## src/r2p_pkg.sv

```systemverilog
// ----------------------------------------------------------------------------
// r2p_pkg: shared types and microcode for the RGB565 to PPM stream encoder
// Control word layout, datapath codes and the microcode ROM.
// ----------------------------------------------------------------------------
package r2p_pkg;

   localparam int DIM_BITS   = 16;
   localparam int COUNT_BITS = 2 * DIM_BITS;
   localparam int DEC_DIGITS = 5;
   localparam int DIG_BITS   = $clog2(DEC_DIGITS);
   localparam int CNT_BITS   = $clog2(DIM_BITS + 1);
   localparam int PC_BITS    = 5;

   // byte source
   localparam logic [2:0] SRC_CONST = 3'd0;
   localparam logic [2:0] SRC_DIGIT = 3'd1;
   localparam logic [2:0] SRC_RED   = 3'd2;
   localparam logic [2:0] SRC_GREEN = 3'd3;
   localparam logic [2:0] SRC_BLUE  = 3'd4;

   // datapath operation
   localparam logic [2:0] OP_NONE     = 3'd0;
   localparam logic [2:0] OP_LOAD_W   = 3'd1;
   localparam logic [2:0] OP_LOAD_H   = 3'd2;
   localparam logic [2:0] OP_DABBLE   = 3'd3;
   localparam logic [2:0] OP_DIG_NEXT = 3'd4;
   localparam logic [2:0] OP_CLEAR    = 3'd5;
   localparam logic [2:0] OP_PIX_DEC  = 3'd6;

   // jump condition
   localparam logic [1:0] COND_NONE = 2'd0;
   localparam logic [1:0] COND_BAD  = 2'd1;
   localparam logic [1:0] COND_CONV = 2'd2;
   localparam logic [1:0] COND_DIG  = 2'd3;

   // program addresses
   localparam logic [PC_BITS-1:0] PC_HDR    = 5'd0;
   localparam logic [PC_BITS-1:0] PC_CONV_W = 5'd4;
   localparam logic [PC_BITS-1:0] PC_DIG_W  = 5'd5;
   localparam logic [PC_BITS-1:0] PC_CONV_H = 5'd7;
   localparam logic [PC_BITS-1:0] PC_DIG_H  = 5'd8;
   localparam logic [PC_BITS-1:0] PC_ERR    = 5'd14;
   localparam logic [PC_BITS-1:0] PC_PIX    = 5'd15;

   localparam logic [0:0] CSR_WIDTH  = 1'b0;
   localparam logic [0:0] CSR_HEIGHT = 1'b1;

   typedef struct packed {
      logic               emit;
      logic [2:0]         src;
      logic [7:0]         chr;
      logic               status;
      logic               last;
      logic [2:0]         op;
      logic [1:0]         cond;
      logic [PC_BITS-1:0] target;
      logic               fin;
   } ctrl_word_type;

   function automatic ctrl_word_type ucode(input logic [PC_BITS-1:0] pc);
      ctrl_word_type cw;
      cw = '{emit: 1'b0, src: SRC_CONST, chr: 8'h00, status: 1'b0, last: 1'b0,
             op: OP_NONE, cond: COND_NONE, target: PC_HDR, fin: 1'b0};
      case (pc)
         5'd0: begin
            cw.op     = OP_LOAD_W;
            cw.cond   = COND_BAD;
            cw.target = PC_ERR;
         end
         5'd1: begin cw.emit = 1'b1; cw.chr = "P"; end
         5'd2: begin cw.emit = 1'b1; cw.chr = "6"; end
         5'd3: begin cw.emit = 1'b1; cw.chr = 8'h0A; end
         5'd4: begin
            cw.op     = OP_DABBLE;
            cw.cond   = COND_CONV;
            cw.target = PC_CONV_W;
         end
         5'd5: begin
            cw.emit   = 1'b1;
            cw.src    = SRC_DIGIT;
            cw.op     = OP_DIG_NEXT;
            cw.cond   = COND_DIG;
            cw.target = PC_DIG_W;
         end
         5'd6: begin cw.emit = 1'b1; cw.chr = " "; cw.op = OP_LOAD_H; end
         5'd7: begin
            cw.op     = OP_DABBLE;
            cw.cond   = COND_CONV;
            cw.target = PC_CONV_H;
         end
         5'd8: begin
            cw.emit   = 1'b1;
            cw.src    = SRC_DIGIT;
            cw.op     = OP_DIG_NEXT;
            cw.cond   = COND_DIG;
            cw.target = PC_DIG_H;
         end
         5'd9:  begin cw.emit = 1'b1; cw.chr = 8'h0A; end
         5'd10: begin cw.emit = 1'b1; cw.chr = "2"; end
         5'd11: begin cw.emit = 1'b1; cw.chr = "5"; end
         5'd12: begin cw.emit = 1'b1; cw.chr = "5"; end
         5'd13: begin cw.emit = 1'b1; cw.chr = 8'h0A; cw.last = 1'b1; cw.fin = 1'b1; end
         5'd14: begin
            cw.emit   = 1'b1;
            cw.status = 1'b1;
            cw.last   = 1'b1;
            cw.op     = OP_CLEAR;
            cw.fin    = 1'b1;
         end
         5'd15: begin cw.emit = 1'b1; cw.src = SRC_RED; end
         5'd16: begin cw.emit = 1'b1; cw.src = SRC_GREEN; end
         5'd17: begin
            cw.emit = 1'b1;
            cw.src  = SRC_BLUE;
            cw.last = 1'b1;
            cw.op   = OP_PIX_DEC;
            cw.fin  = 1'b1;
         end
         default: begin
            cw.fin = 1'b1;
         end
      endcase
      return cw;
   endfunction

endpackage

```

## src/rgb565_to_ppm_stream.sv

```systemverilog
// ----------------------------------------------------------------------------
// rgb565_to_ppm_stream: RGB565 pixel stream to binary PPM (P6) byte stream
// A microcoded sequencer emits the header (decimal via double dabble) and
// expands each pixel in an open frame into three bytes R, G, B.
// ----------------------------------------------------------------------------
//  channel | direction | handshake          | payload
//  req     | in        | req_valid/stall    | kind, pixel_word
//  rsp     | out       | rsp_valid/stall    | out_byte, status, run_last, frame_done
//  csr     | in        | csr_wen            | csr_index, csr_wdata
//
//  Pixel transaction: accept plus one microcode step per byte.
//  Start transaction: accept, size check, two 16-step dabble loops,
//  five digit steps per number and one step per fixed header byte.
//  Start with zero width or height: accept, size check, one status byte. Dropped pixels do not start the sequencer.
//  Reset is synchronous; it clears the sequencer, frame state and output valid.
//  Output stall with a byte pending freezes the sequencer on any byte-emitting step.
// ----------------------------------------------------------------------------
module rgb565_to_ppm_stream (
   input  logic        clock,
   input  logic        reset,
   input  logic        req_valid,
   output logic        req_stall,
   input  logic        req_kind,
   input  logic [15:0] req_pixel_word,
   output logic        rsp_valid,
   input  logic        rsp_stall,
   output logic [7:0]  rsp_out_byte,
   output logic        rsp_status,
   output logic        rsp_run_last,
   output logic        rsp_frame_done,
   input  logic        csr_wen,
   input  logic        csr_index,
   input  logic [15:0] csr_wdata
);

   logic [r2p_pkg::DIM_BITS-1:0]   width_ff, width_in;
   logic [r2p_pkg::DIM_BITS-1:0]   height_ff, height_in;
   logic [r2p_pkg::COUNT_BITS-1:0] left_ff, left_in;
   logic                           open_ff, open_in;
   logic                           busy_ff, busy_in;
   logic [r2p_pkg::PC_BITS-1:0]    pc_ff, pc_in;
   logic [15:0]                    pix_ff, pix_in;
   logic [r2p_pkg::DIM_BITS-1:0]   bin_ff, bin_in;
   logic [r2p_pkg::DEC_DIGITS-1:0][3:0] bcd_ff, bcd_in;
   logic [r2p_pkg::CNT_BITS-1:0]   cnt_ff, cnt_in;
   logic [r2p_pkg::DIG_BITS-1:0]   dig_ff, dig_in;
   logic                           lead_ff, lead_in;
   logic                           rsp_valid_ff, rsp_valid_in;
   logic [7:0]                     byte_ff, byte_in;
   logic                           status_ff, status_in;
   logic                           last_ff, last_in;
   logic                           done_ff, done_in;

   r2p_pkg::ctrl_word_type         cw;
   logic                           req_take;
   logic                           out_free;
   logic                           emit_now;
   logic                           step_go;
   logic                           cond_hit;
   logic [3:0]                     cur_digit;
   logic                           digit_show;
   logic [r2p_pkg::DEC_DIGITS-1:0][3:0] bcd_adj;
   logic [7:0]                     sel_byte;

   assign req_stall      = busy_ff;
   assign req_take       = req_valid && !busy_ff;
   assign rsp_valid      = rsp_valid_ff;
   assign rsp_out_byte   = byte_ff;
   assign rsp_status     = status_ff;
   assign rsp_run_last   = last_ff;
   assign rsp_frame_done = done_ff;

   assign cw         = r2p_pkg::ucode(pc_ff);
   assign out_free   = !rsp_valid_ff || !rsp_stall;
   assign cur_digit  = bcd_ff[dig_ff];
   assign digit_show = (cur_digit != 4'd0) || lead_ff || (dig_ff == '0);
   assign emit_now   = busy_ff && cw.emit &&
                       ((cw.src != r2p_pkg::SRC_DIGIT) || digit_show);
   assign step_go    = busy_ff && (!emit_now || out_free);

   always_comb begin
      for (int i = 0; i < r2p_pkg::DEC_DIGITS; i++) begin
         bcd_adj[i] = (bcd_ff[i] >= 4'd5) ? bcd_ff[i] + 4'd3 : bcd_ff[i];
      end
   end

   always_comb begin
      case (cw.cond)
         r2p_pkg::COND_BAD:  cond_hit = (width_ff == '0) || (height_ff == '0);
         r2p_pkg::COND_CONV: cond_hit = (cnt_ff != r2p_pkg::CNT_BITS'(1));
         r2p_pkg::COND_DIG:  cond_hit = (dig_ff != '0);
         default:            cond_hit = 1'b0;
      endcase
   end

   always_comb begin
      case (cw.src)
         r2p_pkg::SRC_DIGIT: sel_byte = {4'h3, cur_digit};
         r2p_pkg::SRC_RED:   sel_byte = {pix_ff[15:11], pix_ff[15:13]};
         r2p_pkg::SRC_GREEN: sel_byte = {pix_ff[10:5], pix_ff[10:9]};
         r2p_pkg::SRC_BLUE:  sel_byte = {pix_ff[4:0], pix_ff[4:2]};
         default:            sel_byte = cw.chr;
      endcase
   end

   always_comb begin
      width_in     = width_ff;
      height_in    = height_ff;
      left_in      = left_ff;
      open_in      = open_ff;
      busy_in      = busy_ff;
      pc_in        = pc_ff;
      pix_in       = pix_ff;
      bin_in       = bin_ff;
      bcd_in       = bcd_ff;
      cnt_in       = cnt_ff;
      dig_in       = dig_ff;
      lead_in      = lead_ff;
      rsp_valid_in = rsp_valid_ff;
      byte_in      = byte_ff;
      status_in    = status_ff;
      last_in      = last_ff;
      done_in      = done_ff;

      if (csr_wen) begin
         case (csr_index)
            r2p_pkg::CSR_WIDTH:  width_in  = csr_wdata[r2p_pkg::DIM_BITS-1:0];
            r2p_pkg::CSR_HEIGHT: height_in = csr_wdata[r2p_pkg::DIM_BITS-1:0];
            default: ;
         endcase
      end

      if (!rsp_stall) begin
         rsp_valid_in = 1'b0;
      end

      if (req_take) begin
         pix_in = req_pixel_word;
         if (!req_kind) begin
            busy_in = 1'b1;
            pc_in   = r2p_pkg::PC_HDR;
         end else if (open_ff && (left_ff != '0)) begin
            busy_in = 1'b1;
            pc_in   = r2p_pkg::PC_PIX;
         end else begin
            open_in = 1'b0;
         end
      end

      if (step_go) begin
         if (emit_now) begin
            rsp_valid_in = 1'b1;
            byte_in      = (cw.status) ? 8'h00 : sel_byte;
            status_in    = cw.status;
            last_in      = cw.last;
            done_in      = (cw.src == r2p_pkg::SRC_BLUE) &&
                           (left_ff == r2p_pkg::COUNT_BITS'(1));
         end

         case (cw.op)
            r2p_pkg::OP_LOAD_W, r2p_pkg::OP_LOAD_H: begin
               bin_in  = (cw.op == r2p_pkg::OP_LOAD_W) ? width_ff : height_ff;
               bcd_in  = '0;
               cnt_in  = r2p_pkg::CNT_BITS'(r2p_pkg::DIM_BITS);
               dig_in  = r2p_pkg::DIG_BITS'(r2p_pkg::DEC_DIGITS - 1);
               lead_in = 1'b0;
               if (cw.op == r2p_pkg::OP_LOAD_W) begin
                  left_in = width_ff * height_ff;
                  open_in = 1'b1;
               end
            end
            r2p_pkg::OP_DABBLE: begin
               {bcd_in, bin_in} = {bcd_adj, bin_ff} << 1;
               cnt_in           = cnt_ff - r2p_pkg::CNT_BITS'(1);
            end
            r2p_pkg::OP_DIG_NEXT: begin
               lead_in = lead_ff || (cur_digit != 4'd0);
               dig_in  = dig_ff - r2p_pkg::DIG_BITS'(1);
            end
            r2p_pkg::OP_CLEAR: begin
               left_in = '0;
               open_in = 1'b0;
            end
            r2p_pkg::OP_PIX_DEC: begin
               left_in = left_ff - r2p_pkg::COUNT_BITS'(1);
               if (left_ff == r2p_pkg::COUNT_BITS'(1)) begin
                  open_in = 1'b0;
               end
            end
            default: ;
         endcase

         if (cw.fin) begin
            busy_in = 1'b0;
         end else if (cond_hit) begin
            pc_in = cw.target;
         end else begin
            pc_in = pc_ff + r2p_pkg::PC_BITS'(1);
         end
      end
   end

   always_ff @(posedge clock) begin
      if (reset) begin
         width_ff     <= r2p_pkg::DIM_BITS'(1);
         height_ff    <= r2p_pkg::DIM_BITS'(1);
         left_ff      <= '0;
         open_ff      <= 1'b0;
         busy_ff      <= 1'b0;
         pc_ff        <= r2p_pkg::PC_HDR;
         rsp_valid_ff <= 1'b0;
      end else begin
         width_ff     <= width_in;
         height_ff    <= height_in;
         left_ff      <= left_in;
         open_ff      <= open_in;
         busy_ff      <= busy_in;
         pc_ff        <= pc_in;
         rsp_valid_ff <= rsp_valid_in;
      end
   end

   always_ff @(posedge clock) begin
      pix_ff    <= pix_in;
      bin_ff    <= bin_in;
      bcd_ff    <= bcd_in;
      cnt_ff    <= cnt_in;
      dig_ff    <= dig_in;
      lead_ff   <= lead_in;
      byte_ff   <= byte_in;
      status_ff <= status_in;
      last_ff   <= last_in;
      done_ff   <= done_in;
   end

endmodule
```

## config.mk

```make
export PLATFORM = sky130hd
export DESIGN_NAME = rgb565_to_ppm_stream
export DESIGN_NICKNAME = d
export VERILOG_FILES = /design/src/r2p_pkg.sv /design/src/rgb565_to_ppm_stream.sv
export SDC_FILE = /design/constraint.sdc
export NUM_CORES = 1
export LEC_CHECK = 0
export ABC_AREA = 1
export BUFFER_PORTS_ARGS = -buffer_cell sky130_fd_sc_hd__buf_2
export CORE_ASPECT_RATIO = 0.6
export CORE_MARGIN = 2
export CORE_UTILIZATION = 45
export DETAILED_ROUTE_END_ITERATION = 12
export PLACE_DENSITY = 0.68
export RECOVER_POWER = 100
export SETUP_SLACK_MARGIN = 0.05
export SLEW_MARGIN = 40
export SYNTH_ARGS = -nofsm -noshare
export SYNTH_HDL_FRONTEND = slang
export SYNTH_SLANG_ARGS = --single-unit
```

## constraint.sdc

```tcl
create_clock -name clock -period 17 [get_ports clock]
set_input_delay 3.4 -clock clock [delete_from_list [all_inputs] [get_ports clock]]
set_output_delay 3.4 -clock clock [all_outputs]
set_load 0.005 [all_outputs]
```

==> results of run 1 <==
-- cells in the final DEF, fill, tap and decap left out, types with 2 or more instances in the layout --
cell type,Yosys,routed
inv_2,8,8
clkbuf_8,0,2
clkinv_2,0,2
inv_4,0,6
nand3b_1,3,3
clkbuf_16,0,17
buf_2,12,40
inv_6,0,2
a21o_1,2,2
nand4_1,17,17
fa_1,194,194
xnor2_1,4,4
edfxtp_1,72,72
nor4_1,3,3
inv_1,515,515
dfxtp_1,72,58
or2_2,5,5
a211oi_1,6,6
a21oi_1,74,74
nor3_1,26,26
nand3_1,103,105
o31ai_1,3,3
nand2_1,670,671
nor2_1,303,304
clkinv_1,2,2
clkbuf_1,52,16
dfxtp_2,0,14
a31oi_1,19,19
buf_4,3,10
o21ai_0,100,101
xor2_1,19,19
ha_1,129,129
-- cell families after synthesis --
family / count (synthesis) / share of synthesized area, %
simple gates: 1138 / 26.3
buf+inv: 623 / 13.6
fa+ha+maj: 323 / 31.7
compound gates: 209 / 6.38
flops: 144 / 20.8
xor+xnor: 23 / 1.16
mux: 1 / 0.0577
-- layer usage --
metal / routed length (µm) / global-route usage (%) / vias up
met5: 0 / 0 / -
met1: 24400 / 41.2 / 7293
met2: 18100 / 33.0 / 744
li1: - / - / 7378
met4: 272 / 3.30 / 0
met3: 5500 / 6.21 / 32
-- registers in the layout (all words and copies together) (netlist names), 3 cells and up --
| register | flops |
|---|---|
| pc_ff | 5 |
| pix_ff | 16 |
| bcd_ff | 20 |
| bin_ff | 16 |
| cnt_ff | 5 |
| dig_ff | 3 |
| height_ff | 16 |
| left_ff | 32 |
| rsp_out_byte | 8 |
| width_ff | 16 |
-- metrics by stage --
stage	instance area [µm²]	setup slack (ps)	hold WS [ps]	power [W]
3_3_place_gp	18000	10600	508	0.00153
5_1_grt	18500	10220	556	0.00210
3_5_place_dp	18000	10620	506	0.00155
6_report	18500	10550	522	0.00194
2_1_floorplan	17300	10750	496	0.00126
4_1_cts	18500	10610	514	0.00192
-- worst max path at each step --
stage                                           to  cells past startpoint
after floorplan            bcd_ff[0]$_SDFFCE_PN0P_                      5
after global placement    left_ff[16]$_SDFFE_PP0P_                     21
after detailed placement  left_ff[16]$_SDFFE_PP0P_                     21
after CTS                 left_ff[16]$_SDFFE_PP0P_                     21
after global routing      left_ff[16]$_SDFFE_PP0P_                     21
final                     left_ff[22]$_SDFFE_PP0P_                     22
-- critical path, delay by kind of cell, from the launching register on --
family,cells,cell delay [ps]
flip-flops,1,880
adder cells (fa/ha/maj),7,3480
buffers and inverters,4,260
AND/OR/NAND/NOR,9,1490
AO/OA/AOI/OAI,2,200
-- power groups by stage --
stage / sequential (W) / clock, W / combinational [W]
finish: 0.000561 / 0.000369 / 0.00101
global route: 0.000573 / 0.000388 / 0.00114
CTS: 0.000557 / 0.000372 / 0.000990
detailed placement: 0.000563 / 0 / 0.000984
global placement: 0.000560 / 0 / 0.000965
floorplan: 0.000517 / 0 / 0.000744
-- cell type report --
class,count,area (µm²),share of cell area [%]
well taps,513,642,3.48
flip-flops and latches,144,3620,19.6
clock inverters,12,104,0.562
inverters,525,1970,10.7
multi-input cells,1694,11300,61.4
clock buffers,20,457,2.47
repair buffers,65,332,1.80
==> run_results.csv, run 1 <==
group,metric,value,unit
status,outcome,"finished with violations",
status,violations,"capacitance limit, slew limit",
die,die_area,0.0402,mm²
power_and_ir_drop,power.density,105,mW/mm²
logic_synthesis,netlist_instances,2461,
logic_synthesis,seq_area_frac_synth,20.8,%
detailed_routing,viasPerCell,5.20,
power_and_ir_drop,leakage,10.3,nW
die,io_pins,52,
sta,min_period,6450,ps
critical_path,reg2reg_to,"left_ff[22]$_SDFFE_PP0P_",
sta,grt_setup_unrepaired,"no",
detailed_routing,drt-total-wl,48300,µm
clock_tree,root_buffer,"clkbuf_16",
power_and_ir_drop,ir_worst_vdd,74.4,µV
logic_synthesis,ys.flop_type,"edfxtp_1",
critical_path,cp_cell_sequence,"nand2_1, fa_1, fa_1, inv_1, fa_1, fa_1, fa_1, inv_1, fa_1, inv_1, ha_1, nand2_1, nor2_1, inv_1, nor2_1, nand4_1, nand3_1, a21oi_1, o21ai_0, nand2_1, nor2_1, nor2_1",
clock_tree,h-tree-depth,4,
power_and_ir_drop,p_seq_share,28.9,%
power_and_ir_drop,p_switching,0.000948,W
place,dp_hpwl,38100,µm
cells_and_area,num_antenna_cells,0,
logic_synthesis,synth_top_area_share,22.4,%
global_routing,grt_pass1_vias,14700,
critical_path,max_stage_delay,880,ps
logic_synthesis,synth_top_area_cell,"fa_1",
die,coreArea,0.0378,mm²
place,place_congestion,0.952,
die,chipHeight,156,µm
detailed_routing,drt-wirelength-per-cell,16.3,µm
logic_synthesis,yosysWarningCount,0,
clock_tree,numCtsBuffers,17,
sta,clock.fmax,155,MHz
power_and_ir_drop,clockPowerShare,19.0,%
worst_hold_path,hp-start,"rsp_valid$_SDFF_PP0_",
clock_tree,insertion_delay,440,ps
cells_and_area,fillerInstances,3718,
worst_hold_path,holdPathStages,2,
critical_path,reg2reg_slack,10550,ps
logic_synthesis,netlist_area,0.0173,mm²
clock_tree,clkTransAtPathRegs,70,ps
critical_path,crit_type,"register to register",
power_and_ir_drop,p_comb_share,52.1,%
logic_synthesis,synthTopCellsByCount,"nand2_1 (670), inv_1 (515), nor2_1 (303)",
global_routing,grt_max_degree,69,
cells_and_area,drive_gt1_share,4.47,%
sta,max-slew-margin-rel,-84.8,%
sta,worst_pin_slew,2770,ps
clock_tree,cts.sink_count,144,
sta,slew_violations,121,
critical_path,reg2regPathDepth,22,
logic_synthesis,async_flop_share,0,%
logic_synthesis,synth.most_common_cell,"nand2_1",
logic_synthesis,synth_nets,2823,
sta,finalSetupViolCount,0,
global_routing,overflow,0,
die,die_w,257,µm
power_and_ir_drop,swShare,48.8,%
power_and_ir_drop,internal_power,0.000994,W
critical_path,critPathRequiredTime,17320,ps
global_routing,grt_pass1_wl,79800,µm
clock_tree,cts_hold_buf,0,
cells_and_area,final_util,48.8,%
clock_tree,post-cts-setup-buffer-count,0,
global_routing,grt_use_total,25.1,%
critical_path,crit_fanout,19,
detailed_routing,vias,15400,
die,initial_utilization,45.8,%
detailed_routing,drc,0,
detailed_routing,drt-initial-drc-count,1972,
critical_path,crit_path_top_delay_cell,"dfxtp_1",
cells_and_area,fin_nets,2809,
logic_synthesis,synth.avg_cell_area,7.05,µm²
logic_synthesis,ys_types,41,
worst_hold_path,hold_end,"rsp_valid$_SDFF_PP0_",
place,dp.cells,2940,
logic_synthesis,synth_edf_count,72,
clock_tree,cts_buffer_depth,2,
worst_hold_path,min_path_type,"register to register",
cells_and_area,instances_no_fill,2973,
place,port-buffer-count,51,
sta,fin_worst_skew,12.7,ps
critical_path,cp.arrival,6780,ps
detailed_routing,ant_nets,0,
die,rows,55,
detailed_routing,dr.pass1.iters,6,
run,cap_violations,2,
sta,fin_tns_setup,0,ps
critical_path,rr_startpoint,"width_ff[11]$_SDFFE_PP0P_",
logic_synthesis,ys_ff_latch,144,
cells_and_area,areaGrowthSynthToFinish,6.52,%
clock_tree,cts_tree,"built",
critical_path,cp-start-kind,"register",
clock_tree,cts-resized-gates,0,
critical_path,cp-startpoint,"width_ff[11]$_SDFFE_PP0P_",
logic_synthesis,synth_area_leaders,"fa_1 (22%), nand2_1 (15%), edfxtp_1 (12%)",
critical_path,end_kind,"register",
global_routing,antenna_found_initial,0,
sta,hold_viol,0,
sta,finalCritPeriodShare,37.9,%
critical_path,cpMostUsedCell,"fa_1",
Note: power is estimated with default switching activity, not from simulation.
==> run 2: changes to the inputs <==
--- a/config.mk
+++ b/config.mk
@@ -11,7 +11,7 @@
 export CORE_MARGIN = 2
 export CORE_UTILIZATION = 45
 export DETAILED_ROUTE_END_ITERATION = 12
-export PLACE_DENSITY = 0.68
+export PLACE_DENSITY = 0.7
 export RECOVER_POWER = 100
 export SETUP_SLACK_MARGIN = 0.05
 export SLEW_MARGIN = 40
==> constraint.sdc (replaced) <==
create_clock -name clock -period 5.8 [get_ports clock]
set_input_delay 1.16 -clock clock [delete_from_list [all_inputs] [get_ports clock]]
set_output_delay 1.16 -clock clock [all_outputs]
set_load 0.005 [all_outputs]
==> run 2 against run 1 <==
The flow still finishes with violations (capacitance limit, slew limit). Fmax increased by 15%. First-iteration DRC count rose by 2.1%. Wire length increased by 6.1%. Flip-flop and latch count is the same. Core utilization up 2.8 points. Largest cell class unchanged. Highest routed layer unchanged.
==> run_results.csv, run 2 (synthesis gave the netlist of run 1 again) <==
group,metric,value,unit
global_routing,grt_pass1_wl,81700,µm
detailed_routing,drt-wirelength-per-cell,16.8,µm
sta,max-slew-margin-rel,-78.2,%
sta,hold_slack,535,ps
critical_path,end_kind,"register",
global_routing,antenna_found_initial,1,
critical_path,crit_family,"adder cells",
sta,min_period,5610,ps
cells_and_area,largest_reg_flops,32,
sta,fin_worst_skew,10.6,ps
sta,slew_violations,79,
sta,finalCritPeriodShare,96.7,%
power_and_ir_drop,p_total,0.00593,W
die,io_pins,52,
global_routing,grt_use_total,26.0,%
cells_and_area,postLayoutCellArea,0.0195,mm²
critical_path,cp-start-kind,"register",
run,cap_violations,2,
sta,clock.fmax,178,MHz
sta,hold_viol,0,
cells_and_area,drive_gt1_share,10.6,%
power_and_ir_drop,ir_worst_vdd,227,µV
die,rows,55,
clock_tree,cts.sink_count,144,
critical_path,crit_cells,25,
cells_and_area,areaGrowthSynthToFinish,12.6,%
detailed_routing,drt-initial-drc-count,2014,
detailed_routing,viasPerCell,5.18,
critical_path,max_stage_delay,650,ps
detailed_routing,dr.pass1.iters,5,
critical_path,rr_startpoint,"width_ff[8]$_SDFFE_PP0P_",
status,violations,"capacitance limit, slew limit",
critical_path,crit_fanout,7,
status,outcome,"finished with violations",
die,die_w,257,µm
place,dp.cells,3001,
cells_and_area,regMostFlops,"left_ff",
place,place_congestion,0.971,
power_and_ir_drop,leakage,10.8,nW
critical_path,critPathRequiredTime,6150,ps
cells_and_area,fin_nets,2882,
worst_hold_path,holdPathStages,2,
clock_tree,cts_tree,"built",
detailed_routing,drt-total-wl,51300,µm
critical_path,reg2regPathDepth,25,
detailed_routing,drc,0,
power_and_ir_drop,power.density,304,mW/mm²
critical_path,cp.arrival,5960,ps
clock_tree,numCtsBuffers,17,
clock_tree,h-tree-depth,4,
critical_path,cpMostUsedCell,"fa_1",
global_routing,overflow,0,
place,placed_cell_area,0.0185,mm²
clock_tree,insertion_delay,450,ps
worst_hold_path,hp-start,"rsp_valid$_SDFF_PP0_",
cells_and_area,mostFrequentLayoutCells,"nand2_1 (663), inv_1 (508), nor2_1 (297)",
sta,worst_pin_slew,2670,ps
detailed_routing,vias,15800,
critical_path,crit_type,"register to register",
cells_and_area,instances_no_fill,3047,
clock_tree,clkTransAtPathRegs,70,ps
critical_path,cp_num_buf_inv,7,
sta,finalSetupViolCount,0,
global_routing,grt_max_degree,69,
die,coreArea,0.0378,mm²
cells_and_area,reg_top3,"left_ff: 32 flops, bcd_ff: 20 flops",
die,die_area,0.0402,mm²
critical_path,crit_path_top_delay_cell,"fa_2",
cells_and_area,layout_commonest_cell,"nand2_1",
die,chipHeight,156,µm
cells_and_area,final_util,51.6,%
clock_tree,root_buffer,"clkbuf_16",
global_routing,grt_pass1_vias,14900,
sta,grt_setup_unrepaired,"yes",
worst_hold_path,min_path_type,"register to register",
die,initial_utilization,45.8,%
critical_path,cp-startpoint,"width_ff[8]$_SDFFE_PP0P_",
place,dp_hpwl,40700,µm
place,port-buffer-count,51,
clock_tree,cts_buffer_depth,2,
detailed_routing,ant_nets,0,
==> run 2: cell count changes in the layout (fill, tap and decap cells not counted), moves of 9 or more <==
cell,change
nand3_1,-12
o21ai_0,-11
dfxtp_4,+16
nand3_2,+9
buf_4,+67
a21oi_1,-9
fa_1,-15
fa_2,+15
dfxtp_1,-12
==> run 2: repair_timing <==
| action | CTS | global route |
|---|---|---|
| hold buffers | 0 | 0 |
| setup endpoints to repair | 11 | 20 |
| buffers inserted | 0 | 11 |
| gates resized for setup | 12 | 122 |
| pin swaps | 0 | 32 |
| gates cloned | 0 | 2 |
==> run 2: final timing paths <==
check,to,slack [ps]
min reg2reg,rsp_valid$_SDFF_PP0_,540
max,left_ff[22]$_SDFFE_PP0P_,190
max reg2reg,left_ff[22]$_SDFFE_PP0P_,190
min,rsp_valid$_SDFF_PP0_,540
==> run 2: stage by stage <==
stage | TNS [ps] | worst slack (ps)
after detailed placement | -215 | -121
after global routing | -11.0 | -8.30
final | 0 | 190
after floorplan | 0 | 357
after CTS | 0 | 54.4
after global placement | -205 | -129
==> run 2: final cells by class <==
cell class                 count  area, µm²
multi-input combinational   1694      11600
clock inverter                 5       33.8
fill                        3644      18300
sequential                   144       3680
clock buffer                  27        581
timing repair buffer         138        995
tap                          513        642
inverter                     525       1970
antenna                        1       2.50
==> run 2: worst register-to-register path, delay by kind of cell (launching register included) <==
family	cells	cell delay (ps)
and+or+nand+nor	9	910
buffers and inverters	7	620
AOI/OAI and AO/OA	2	220
DFF	1	390
adders and majority gates	7	3360
==> run 2: metal layers <==
metal	vias to the layer above	share of wire, %	GRT usage [%]
met5	-	0	0
met4	0	1.4	4.46
met3	54	13	9.24
met2	760	38	33.9
met1	7434	48	40.6
li1	7546	-	-
==> run 2: where the power goes <==
part	total, W	leakage, nW	switching [W]	internal (W)
logic	0.00316	9.19	0.00215	0.00101
clock network	0.00116	0.305	0.000474	0.000687
registers	0.00161	1.28	0.000227	0.00138
total	0.00593	10.8	0.00285	0.00308
==> run 3: changes to the inputs <==
--- a/config.mk
+++ b/config.mk
@@ -14,7 +14,6 @@
 export PLACE_DENSITY = 0.7
 export RECOVER_POWER = 100
 export SETUP_SLACK_MARGIN = 0.05
-export SLEW_MARGIN = 40
 export SYNTH_ARGS = -nofsm -noshare
 export SYNTH_HDL_FRONTEND = slang
 export SYNTH_SLANG_ARGS = --single-unit
==> constraint.sdc (replaced) <==
create_clock -name clock -period 4.7 [get_ports clock]
set_input_delay 0.94 -clock clock [delete_from_list [all_inputs] [get_ports clock]]
set_output_delay 0.94 -clock clock [all_outputs]
set_load 0.005 [all_outputs]
==> run 3 against run 2 <==
The flow finishes with violations (setup timing). Flip-flop and latch count unchanged. Sequential share of layout area down 1.8 points. Global-route usage up 1.6 points. First-iteration DRC count down 13%. Total power up 37%.
==> run_results.csv, run 3 (synthesis gave the netlist of run 1 again) <==
group,metric,value,unit
critical_path,reg2regPathDepth,26,
place,port-buffer-count,51,
power_and_ir_drop,leakage,11.6,nW
die,rows,55,
critical_path,critPathRequiredTime,5100,ps
global_routing,overflow,0,
clock_tree,clkTransAtPathRegs,70,ps
detailed_routing,vias,16400,
cells_and_area,areaGrowthSynthToFinish,23.8,%
detailed_routing,dr.pass1.iters,8,
clock_tree,numCtsBuffers,17,
detailed_routing,drc,0,
detailed_routing,viasPerCell,5.17,
clock_tree,root_buffer,"clkbuf_16",
clock_tree,h-tree-depth,4,
critical_path,cp.arrival,5770,ps
critical_path,end_kind,"register",
global_routing,grt_pass1_wl,86300,µm
global_routing,grt_pass1_vias,16000,
sta,grt_setup_unrepaired,"yes",
status,violations,"setup timing",
sta,hold_slack,515,ps
power_and_ir_drop,ir_worst_vdd,277,µV
die,io_pins,52,
worst_hold_path,min_path_type,"register to register",
power_and_ir_drop,p_total,0.00814,W
place,placed_cell_area,0.0196,mm²
clock_tree,cts.sink_count,144,
critical_path,cpMostUsedCell,"nand2_1",
die,die_w,257,µm
die,chipHeight,156,µm
worst_hold_path,holdPathStages,2,
sta,min_period,5360,ps
die,die_area,0.0402,mm²
clock_tree,insertion_delay,470,ps
power_and_ir_drop,power.density,379,mW/mm²
sta,finalCritPeriodShare,114,%
cells_and_area,regMostFlops,"left_ff",
place,place_ws,-966,ps
place,dp_hpwl,42100,µm
sta,hold_viol,0,
global_routing,antenna_found_initial,0,
die,initial_utilization,45.8,%
cells_and_area,largest_reg_flops,32,
critical_path,crit_fanout,5,
global_routing,grt_use_total,27.6,%
run,cap_violations,0,
cells_and_area,drive_gt1_share,20.1,%
place,dp.cells,3104,
cells_and_area,fin_nets,3002,
cells_and_area,layout_commonest_cell,"nand2_1",
cells_and_area,mostFrequentLayoutCells,"nand2_1 (609), inv_1 (477), nor2_1 (287)",
detailed_routing,ant_nets,0,
sta,slew_violations,0,
critical_path,cp-start-kind,"register",
critical_path,crit_path_top_delay_cell,"fa_2",
place,place_congestion,0.922,
cells_and_area,fillerInstances,3433,
cells_and_area,instances_no_fill,3166,
sta,worst_slack,-663,ps
sta,max-slew-margin-rel,24.6,%
clock_tree,cts_buffer_depth,2,
sta,fin_worst_skew,20.8,ps
clock_tree,cts_tree,"built",
critical_path,crit_type,"register to register",
detailed_routing,drt-wirelength-per-cell,17.0,µm
cells_and_area,reg_top3,"left_ff: 32 flops, bcd_ff: 20 flops",
sta,worst_pin_slew,1120,ps
cells_and_area,postLayoutCellArea,0.0215,mm²
critical_path,max_stage_delay,560,ps
global_routing,grt_max_degree,65,
detailed_routing,drt-total-wl,53800,µm
sta,finalSetupViolCount,23,
die,coreArea,0.0378,mm²
status,outcome,"finished with violations",
sta,clock.fmax,186,MHz
detailed_routing,drt-initial-drc-count,1744,
==> run 3: what timing repair did <==
| item | 4_1_cts | 5_1_grt |
|---|---|---|
| cloned | 0 | 2 |
| resized for setup | 169 | 104 |
| endpoints found under the setup margin | 26 | 26 |
| hold buffers | 0 | 0 |
| setup buffers | 25 | 5 |
| pin swaps | 77 | 86 |
==> run 3: worst paths after layout <==
check                                              start                  endpoint  slack [ps]
worst min register to register      rsp_valid$_SDFF_PP0_      rsp_valid$_SDFF_PP0_         520
worst max-delay path            width_ff[9]$_SDFFE_PP0P_  left_ff[23]$_SDFFE_PP0P_        -660
worst min-delay path                rsp_valid$_SDFF_PP0_      rsp_valid$_SDFF_PP0_         520
worst max register to register  width_ff[9]$_SDFFE_PP0P_  left_ff[23]$_SDFFE_PP0P_        -660
==> run 3: critical path, delay by kind of cell (launching register included) <==
kind            cells  cell delay, ps
compound gates      1             190
xor+xnor            1             170
fa+ha+maj           7            3240
buf+inv             7             490
flops               1             370
simple gates       10             860
==> run 3: layer usage <==
| metal | vias up | GRT usage [%] | share of wire, % |
|---|---|---|---|
| li1 | 7770 | - | - |
| met1 | 7848 | 43.1 | 48 |
| met2 | 702 | 37.8 | 39 |
| met3 | 43 | 8.19 | 12 |
| met4 | 0 | 3.91 | 0.87 |
| met5 | - | 0 | 0 |
==> run 3: final cells by class <==
| class | instances | area [µm²] | area share, % |
|---|---|---|---|
| sequential | 144 | 3660 | 17.1 |
| timing repair buffer | 258 | 2160 | 10.1 |
| multi-input combinational | 1694 | 12400 | 57.7 |
| clock inverter | 14 | 215 | 1.00 |
| inverter | 525 | 1970 | 9.18 |
| tap | 513 | 642 | 2.99 |
| clock buffer | 17 | 425 | 1.98 |
| antenna | 1 | 2.50 | 0.0117 |
==> run 3: metrics by stage <==
step	util, %	TNS (ps)
global placement	51.9	-18560
finish	56.7	-12680
detailed placement	51.9	-18840
floorplan	-	-4170
global route	56.7	-18140
CTS	55.6	-12480
==> run 3: power by group <==
group	leakage, nW	switching, W	internal, W	total (W)
combinational	10.0	0.00298	0.00162	0.00460
clock	0.311	0.000630	0.000940	0.00157
sequential	1.28	0.000264	0.00170	0.00197
